===== config.mk =====
export PLATFORM = sky130hd
export DESIGN_NAME = tpp_front
export DESIGN_NICKNAME = d
export VERILOG_FILES = /design/src/hw/rtl/tpp_pkg.sv /design/src/hw/rtl/tpp_front.sv
export SDC_FILE = /design/constraint.sdc
export NUM_CORES = 1
export LEC_CHECK = 0
export ABC_AREA = 1
export BUFFER_PORTS_ARGS = -buffer_cell sky130_fd_sc_hd__buf_4
export CAP_MARGIN = 0
export CORE_MARGIN = 1.5
export CORE_UTILIZATION = 53
export DETAILED_ROUTE_END_ITERATION = 10
export GPL_TIMING_DRIVEN = 0
export PLACE_DENSITY = 0.95
export SYNTH_ARGS = -nofsm -noshare
export SYNTH_HDL_FRONTEND = slang
export SYNTH_SLANG_ARGS = --single-unit

===== constraint.sdc =====
create_clock -name vclk -period 5.7
set_clock_uncertainty 0.05 [all_clocks]
set_input_delay 0.57 -clock vclk [all_inputs]
set_output_delay 0.57 -clock vclk [all_outputs]
set_load 0.01 [all_outputs]

===== src/hw/rtl/tpp_pkg.sv =====
package tpp_pkg;

	localparam int POS_W       = 32;
	localparam int IN_W        = 96;
	localparam int SQRT_STAGES = 32;
	localparam int DIV_QBITS   = 50;
	localparam int DIV_NBITS   = 82;
	localparam int DIV_DBITS   = 64;

	localparam logic [POS_W-1:0] CFG_RESET = 32'h0001_0000;

	typedef enum logic [0:0] {
		REG_MAX_VELOCITY = 1'b0,
		REG_ACCELERATION = 1'b1
	} cfg_reg_t;

	// profile segment a sample falls in
	typedef enum logic [1:0] {
		BR_ACCEL  = 2'd0,
		BR_CRUISE = 2'd1,
		BR_DECEL  = 2'd2
	} br_t;

	typedef struct packed {
		logic [POS_W-1:0] start;
		logic [POS_W-1:0] target;
		logic [POS_W-1:0] elapsed;
		logic [POS_W-1:0] distance;
		logic             neg;
		logic             zero;
	} move_t;

	typedef struct packed {
		logic  avail;
		move_t mv;
	} qhead_t;

endpackage


===== src/hw/rtl/tpp_front.sv =====
module tpp_front (
	input  logic                     in_valid,
	input  logic [tpp_pkg::IN_W-1:0] in_data,
	output logic                     in_ready,
	input  logic                     full,
	output logic                     wr,
	output tpp_pkg::move_t           mv
);

	logic [32:0] diff;
	logic [32:0] mag;

	always_comb begin
		diff = {in_data[63], in_data[63:32]} - {in_data[31], in_data[31:0]};
		mag  = diff[32] ? (33'd0 - diff) : diff;
		mv.start    = in_data[31:0];
		mv.target   = in_data[63:32];
		mv.elapsed  = in_data[95:64];
		mv.distance = mag[31:0];
		mv.neg      = diff[32];
		mv.zero     = (diff == 33'd0);
	end

	assign in_ready = !full;
	assign wr       = in_valid && !full;

endmodule


==> impl_metrics.py <==
metrics = {
    "run_status": {
        "status": "finished clean",
    },
    "synthesis": {
        "netlist.area_leader.share": 0.2467,
        "ys_seq_area_frac": 0,
        "syn_area_um2": 4641,
        "synth_area_per_cell_um2": 5.220,
        "muxShareOfSynthArea": 0,
        "synth_cells": 889,
        "synthTopCellsByArea": "nand2_1 (25%), buf_4 (16%), inv_1 (13%), ha_1 (8.9%), nand3_1 (5.7%)",
        "synth_xor_area_frac": 0.04503,
        "synth_commonest_cells": "nand2_1 (305), inv_1 (160), buf_4 (97)",
        "synth_warnings": 0,
        "synth_compound_area_frac": 0.04314,
        "synth_top_family_by_area": "simple AND/OR/NAND/NOR gates",
        "synth_cell_types": 31,
        "yosysMostFrequentCell": "nand2_1",
        "synthSimpleGateAreaFrac": 0.5123,
        "syn_nets": 1021,
        "yosys.area_share.adder": 0.09329,
        "yosysTopAreaCell": "nand2_1",
    },
    "placement": {
        "dp.cells": 1192,
        "dp_hpwl_um": 12130,
        "port_buffers": 198,
        "place.gp.congestion": 0.9667,
    },
    "finish": {
        "final_util": 0.7504,
        "num_antenna_cells": 0,
        "instances_no_fill": 1192,
        "design.seq.count": 0,
        "area_growth_pct": 34.86,
        "fin_nets": 1221,
        "drive_above_1_share": 0.3533,
        "clkbuf_count": 0,
        "num-fill-cells": 717,
        "regArea_um2": 0,
    },
    "pwr": {
        "clkPwrFrac": 0,
        "leakage_nw": 3.932,
        "switching_power_w": 0.0004676,
        "pwr-share-seq": 0,
        "power.internal_w": 0.0003722,
        "power.density_nw_per_um2": 134.2,
        "combPwrFrac": 1.000,
        "vdd_ir_drop_max_uv": 56.09,
        "p_sw_frac": 0.5568,
    },
    "sta": {
        "maxSlewHeadroom": 0.7699,
        "final-setup-viol-count": 0,
        "rsz0062_at_grt": "false",
        "tightest_slew_ns": 0.3425,
        "finalCritPeriodShare": 0.6667,
        "period_minus_slack_ns": 3.800,
        "fmax_mhz": 263.1,
        "slew_violations": 0,
        "setup_tns_ns": 0,
        "hold_viol": 0,
    },
    "cts": {
        "cts_setup_buffers": 0,
        "cts_hold_buf": 0,
        "cts_resized": 0,
    },
    "worst_setup_path": {
        "critical_path_class": "in2out",
        "crit_cells": 22,
        "critPathSlowestCell": "fa_1",
        "crit_chain": "buf_4 -> ha_1 -> fa_1 -> inv_1 -> nand2_1 -> nand2_1 -> nand3_2 -> nand2_1 -> nand2_1 -> nand2_1 -> nand2_1 -> nand2_1 -> nand2_1 -> nand2_2 -> nand2_1 -> nor2_1 -> nand3_1 -> nand2_2 -> nand2_1 -> nand2_1 -> nand2_1 -> buf_4",
        "cpLargestDelayFamily": "simple AND/OR/NAND/NOR gates",
        "worstPathRequired_ns": 5.08,
        "cp-start-kind": "input pin",
        "path_buf_inv": 3,
        "cp_common_cell": "nand2_1",
        "cp.arrival_ns": 3.18,
        "slowest_delay_ns": 0.41,
        "cp-end-kind": "output pin",
        "path_max_fanout": 3,
    },
    "floorplan": {
        "io_pins": 230,
        "rows": 33,
        "die_area_um2": 9327,
        "core_area_um2": 8341,
        "start_util": 0.5564,
        "die_h_um": 96.58,
        "die_w_um": 96.58,
    },
    "drt": {
        "wl_um": 13350,
        "drc": 0,
        "routed_via_density": 4.836,
        "drt-initial-drc-count": 281,
        "antenna_left": 0,
        "drt-pass1-iter-count": 5,
        "routedWlPerCell_um": 11.20,
        "vias": 5764,
    },
    "hold_path": {
        "hold_path_class": "in2out",
        "worstHoldPathCells": 2,
    },
    "global_routing": {
        "antenna_found_initial": 0,
        "grt_use_met1": 0.3549,
        "overflow": 0,
        "grt_usage": 0.2804,
        "grt_use_met2": 0.5256,
        "grt_max_degree": 11,
        "grt_pass1_wl_um": 21440,
        "first_global_vias": 5260,
        "grt_use_met3": 0.01878,
        "top_usage_layer": "met2",
    },
    "run": {
        "maxCapViolCount": 0,
    },
}
worst paths after layout:
kind	from	to	slack [ns]
setup / recovery	in_data[0]	mv[33]	1.90
hold / removal	in_data[83]	mv[53]	1.27
layout by cell type (no fill, tap or decap), drive strengths merged:
| cell type | count |
|---|---|
| o21ai | 7 |
| buf | 298 |
| nor2 | 88 |
| inv | 175 |
| ha | 33 |
| nand4 | 11 |
| xor2 | 18 |
| nor3b | 1 |
| nand3b | 11 |
| a21o | 1 |
| nand3 | 65 |
| xnor2 | 5 |
| fa | 1 |
| nand2 | 336 |
| and2 | 3 |
| nor3 | 9 |
| a21oi | 24 |
| o21bai | 1 |
metal layers:
layer	part of all wire	wire length [µm]
met1	0.41	5453
met2	0.50	6729
met3	0.083	1114
met4	0.0038	51
met5	0	0
final cells by class:
type | count | area [µm²] | area share
Inverter | 175 | 659.4 | 0.1054
Multi-Input combinational cell | 614 | 3219 | 0.5144
Timing Repair Buffer | 198 | 1486 | 0.2375
Buffer | 100 | 762.0 | 0.1218
Tap cell | 105 | 131.4 | 0.02099
stage by stage:
step / hold WS, ns / power, W / worst slack (ns) / cell area, µm²
4_1_cts: 1.267 / 0.0008368 / 1.949 / 6259
5_1_grt: 1.269 / 0.0009304 / 1.694 / 6259
6_report: 1.266 / 0.0008399 / 1.900 / 6259
3_3_place_gp: 1.266 / 0.0008166 / 1.985 / 6259
3_5_place_dp: 1.267 / 0.0008342 / 1.961 / 6259
2_1_floorplan: 1.134 / 0.0005286 / 2.450 / 4641
power by group through the flow:
| stage | sequential (W) | combinational (W) | clock [W] |
|---|---|---|---|
| 3_5_place_dp | 0 | 0.000834 | 0 |
| 2_1_floorplan | 0 | 0.000529 | 0 |
| 5_1_grt | 0 | 0.000930 | 0 |
| 3_3_place_gp | 0 | 0.000817 | 0 |
| 6_report | 0 | 0.000840 | 0 |
| 4_1_cts | 0 | 0.000837 | 0 |
cells by family after synthesis:
logic type	count (synthesis)
AO/OA/AOI/OAI	33
XOR/XNOR	23
adder cells (fa/ha/maj)	34
buffers and inverters	275
AND/OR/NAND/NOR	524
(Power assumes the default switching activity.)
