## src/hw/rtl/tpp_pkg.sv

```systemverilog
package tpp_pkg;

	localparam int POS_W       = 32;
	localparam int IN_W        = 96;
	localparam int SQRT_STAGES = 32;
	localparam int DIV_QBITS   = 50;
	localparam int DIV_NBITS   = 82;
	localparam int DIV_DBITS   = 64;

	localparam logic [POS_W-1:0] CFG_RESET = 32'h0001_0000;

	typedef enum logic [0:0] {
		REG_MAX_VELOCITY = 1'b0,
		REG_ACCELERATION = 1'b1
	} cfg_reg_t;

	// profile segment a sample falls in
	typedef enum logic [1:0] {
		BR_ACCEL  = 2'd0,
		BR_CRUISE = 2'd1,
		BR_DECEL  = 2'd2
	} br_t;

	typedef struct packed {
		logic [POS_W-1:0] start;
		logic [POS_W-1:0] target;
		logic [POS_W-1:0] elapsed;
		logic [POS_W-1:0] distance;
		logic             neg;
		logic             zero;
	} move_t;

	typedef struct packed {
		logic  avail;
		move_t mv;
	} qhead_t;

endpackage

```

## src/hw/rtl/tpp_queue.sv

```systemverilog
module tpp_queue #(
	parameter int DEPTH = 4
) (
	input  logic            clk,
	input  logic            arst_n,
	input  logic            wr,
	input  tpp_pkg::move_t  wdata,
	output logic            full,
	input  logic            pop,
	output tpp_pkg::qhead_t head
);

	localparam int AW = (DEPTH > 1) ? $clog2(DEPTH) : 1;
	localparam int CW = $clog2(DEPTH + 1);

	tpp_pkg::move_t mem_q [DEPTH];
	logic [AW-1:0]  wp_q;
	logic [AW-1:0]  rp_q;
	logic [CW-1:0]  cnt_q;

	assign full       = (cnt_q == CW'(DEPTH));
	assign head.avail = (cnt_q != '0);
	assign head.mv    = mem_q[rp_q];

	always_ff @(posedge clk) begin
		if (wr) begin
			mem_q[wp_q] <= wdata;
		end
	end

	always_ff @(posedge clk or negedge arst_n) begin
		if (!arst_n) begin
			wp_q  <= '0;
			rp_q  <= '0;
			cnt_q <= '0;
		end else begin
			if (wr) begin
				wp_q <= (wp_q == AW'(DEPTH - 1)) ? '0 : wp_q + 1'b1;
			end
			if (pop) begin
				rp_q <= (rp_q == AW'(DEPTH - 1)) ? '0 : rp_q + 1'b1;
			end
			priority if (wr && !pop) begin
				cnt_q <= cnt_q + 1'b1;
			end else if (pop && !wr) begin
				cnt_q <= cnt_q - 1'b1;
			end else begin
				cnt_q <= cnt_q;
			end
		end
	end

endmodule

```

## config.mk

```make
export PLATFORM = sky130hd
export DESIGN_NAME = tpp_queue
export DESIGN_NICKNAME = d
export VERILOG_FILES = /design/src/hw/rtl/tpp_pkg.sv /design/src/hw/rtl/tpp_queue.sv
export SDC_FILE = /design/constraint.sdc
export NUM_CORES = 1
export LEC_CHECK = 0
export BUFFER_PORTS_ARGS = -buffer_cell sky130_fd_sc_hd__clkbuf_2
export CAP_MARGIN = 20
export CORE_ASPECT_RATIO = 0.8
export CORE_UTILIZATION = 51
export DETAILED_ROUTE_END_ITERATION = 10
export PLACE_DENSITY = 0.75
export SYNTH_ARGS = -nofsm -noshare
export SYNTH_HDL_FRONTEND = slang
export SYNTH_SLANG_ARGS = --single-unit
```

## constraint.sdc

```tcl
create_clock -name clk -period 3.89 [get_ports clk]
set_clock_uncertainty 0.2 [all_clocks]
set_input_delay 0.5835 -clock clk [delete_from_list [all_inputs] [get_ports clk]]
set_output_delay 0.5835 -clock clk [all_outputs]
set_load 0.03 [all_outputs]
```

==> summary.txt <==
CTS clock-pin slew for the worst setup and hold paths -> 0.06 ns
FFs w/ async S/R, synth -> 0.0133
Post-synth EDFFs -> 520
internal power -> 12.0 mW
Worst-Skew Late Latency -> 0.56 ns
vias after detailed routing -> 8,504
Final Power -> 18.0 mW
# IOs -> 266
Netlist Area Pre-Place -> 19,200 sq um
RSZ-0062 raised after global routing -> false
I/O Buffers -> 265
Mean Syn Cell Area -> 26.7 sq um
sw power -> 6.04 mW
Worst Tran Pin Value -> 0.728 ns
sequential share of power -> 0.417
CTS HTree Levels -> 2
share of the synthesized area in the top cell type -> 0.815
Fmax -> 313 MHz
reg2reg end -> mem_q[1][102]
Distinct cells, synth -> 19
Pleak -> 7.76 nW
Hold Crit Class -> input pin to flip-flop
Routed Antenna Nets -> 0
first-pass GRT wire length -> 53.2 mm
final critical-path share of the clock period -> 0.822
Yosys reg bits -> 527
vias in the first global route -> 9,063
sequential share of the synthesized area -> 0.824
top cells by count, synth -> edfxtp_1, mux4_2, buf_2, buf_6, dfrtp_1
TritonCTS Sinks -> 527
Worst R2R Start -> wp_q[1]
Switching Fraction -> 0.335
Die H -> 175 microns
worst vdd ir -> 0.582 mV
r2r setup slk -> 1.68 ns
crit-path max FO -> 36
Core Region -> 37,000 sq um
crit path from -> rp_q[0]
most frequent cell after synthesis -> edfxtp_1
die width -> 219 microns
Clock power frac -> 0.251
Startpoint Class -> flip-flop
initial antenna violation count -> 4
CP arrival -> 2.42 ns
PwrDens -> 796 nW/um^2
Layout Nets -> 1,159
fin crit period -> 3.20 ns
Comb pwr share -> 0.332
CTS tree -> done
largest net degree at the start of global routing -> 80
post-cts resize count -> 0
num rows -> 63
number of max-cap violations -> 0
initial DRC count -> 587
effective utilization at floorplan -> 0.517
layout cell share with drive strength beyond 1 -> 0.462
Synth area leaders -> edfxtp_1, mux4_2, dfrtp_1
root buffer cell -> clkbuf_16
CTS Buffer Depth -> 3
P&R area growth vs syn -> 18.3%
Vias/cell -> 5.51
die area -> 38,400 sq um
area leader, netlist -> edfxtp_1
Setup crit end -> head[74]
WS Path Type -> flip-flop to primary output
main flop type after synthesis -> edfxtp_1
global route overflow -> 0
endpoints failing hold -> 0
Pre-Repair DR Iteration Count -> 4
Mapped Nets -> 858
Avg WL per Cell -> 22.9 microns
Antenna diodes -> 0
number of endpoints failing setup at the final stage -> 0
status -> finished, final reports clean
setup_tns -> 0 ns
Worst R2R Path Depth -> 4
pins over their slew limit -> 0
CTS buffer count -> 49
gpl congestion -> 0.722
CP Capture Type -> primary output
warnings from Yosys -> 0
HPWL Detailed -> 20.9 mm
DRC viols -> 0
Post-Synthesis Cells -> 717
Total GRT Usage -> 0.187
placed cell count -> 1,453
Non-Filler Instances -> 1,542
WL final -> 35.3 mm
Critical Path RT -> 3.11 ns
Max transition margin -> 0.514
-- cell type report --
type,count,area [sq um]
flip-flops and latches,527,15800
inverters,4,15.0
clock inverters,22,159
clock buffers,66,1360
multi-input cells,156,3160
repair buffers,280,1570
well taps,487,609
fillers,2511,14400
-- critical path, cell delays in order, from the launching register on --
cell and delay, ns:
dfrtp_4 0.43, buf_4 0.58, mux4_2 0.61, clkbuf_2 0.20
-- cells by family (layout without fill, tap and decap cells) --
group	count (synthesis)	count (layout)	synth area share
simple gates	11	11	0.00300
mux	133	133	0.155
compound gates	2	2	0.000522
flops	527	527	0.824
buf+inv	34	372	0.0118
xor+xnor	3	3	0.00137
fa+ha+maj	7	7	0.00496
-- power groups by stage --
stage,sequential (mW),combinational (mW),clock (mW)
5_1_grt,7.60,6.38,4.83
4_1_cts,7.54,6.12,4.64
3_5_place_dp,7.65,6.10,0
6_report,7.52,6.00,4.52
3_3_place_gp,7.60,6.06,0
2_1_floorplan,7.57,4.54,0
-- placed cells by master, fill, tap and decap left out, types with 2 or more instances in the layout --
cell	synthesis	final
mux4_2	130	130
o21ai_0	2	2
mux2_2	3	3
nor2_1	3	3
and2_4	0	4
clkbuf_8	0	3
clkbuf_16	0	51
inv_1	4	4
nand2_1	2	2
clkbuf_2	0	265
edfxtp_1	520	520
buf_12	0	10
bufinv_16	0	2
dfrtp_1	7	5
ha_1	6	6
buf_4	1	4
clkbuf_1	4	12
xor2_1	2	2
clkinv_2	0	11
clkinv_1	0	7
dfrtp_4	0	2
-- through the flow --
stage	util	hold WS (ns)	area (sq um)	setup WS (ns)
2_1_floorplan	-	0.0879	19200	1.03
3_3_place_gp	0.571	0.235	21100	1.21
3_5_place_dp	0.571	0.239	21100	1.21
4_1_cts	0.612	0.000708	22700	0.605
5_1_grt	0.612	0.00975	22700	0.536
6_report	0.612	0.0357	22700	0.691
-- worst min path at each step --
stage,from,end,cells past startpoint
5_1_grt,wdata[113],mem_q[0][113],1
3_5_place_dp,arst_n,cnt_q[2],1
3_3_place_gp,arst_n,cnt_q[2],1
4_1_cts,wdata[58],mem_q[2][58],1
6_report,wdata[113],mem_q[2][113],1
2_1_floorplan,arst_n,cnt_q[0],0
-- flip-flops by register name, indices dropped and copies added (netlist names) --
register,cells
cnt_q,3
wp_q,2
rp_q,2
mem_q,520
-- metal layers --
| metal | vias to the layer above | track usage | routed length [microns] |
|---|---|---|---|
| met4 | 4 | 0.0506 | 690 |
| met5 | - | 0 | 25 |
| met1 | 4426 | 0.255 | 14700 |
| met2 | 293 | 0.294 | 16700 |
| met3 | 67 | 0.0601 | 3210 |
| li1 | 3714 | - | - |
-- timing repair --
item,4_1_cts,5_1_grt
hold buffers,1,0
buffers inserted,0,0
endpoints found under the hold margin,7,0
No activity file was read; power rests on OpenSTA's default activity.
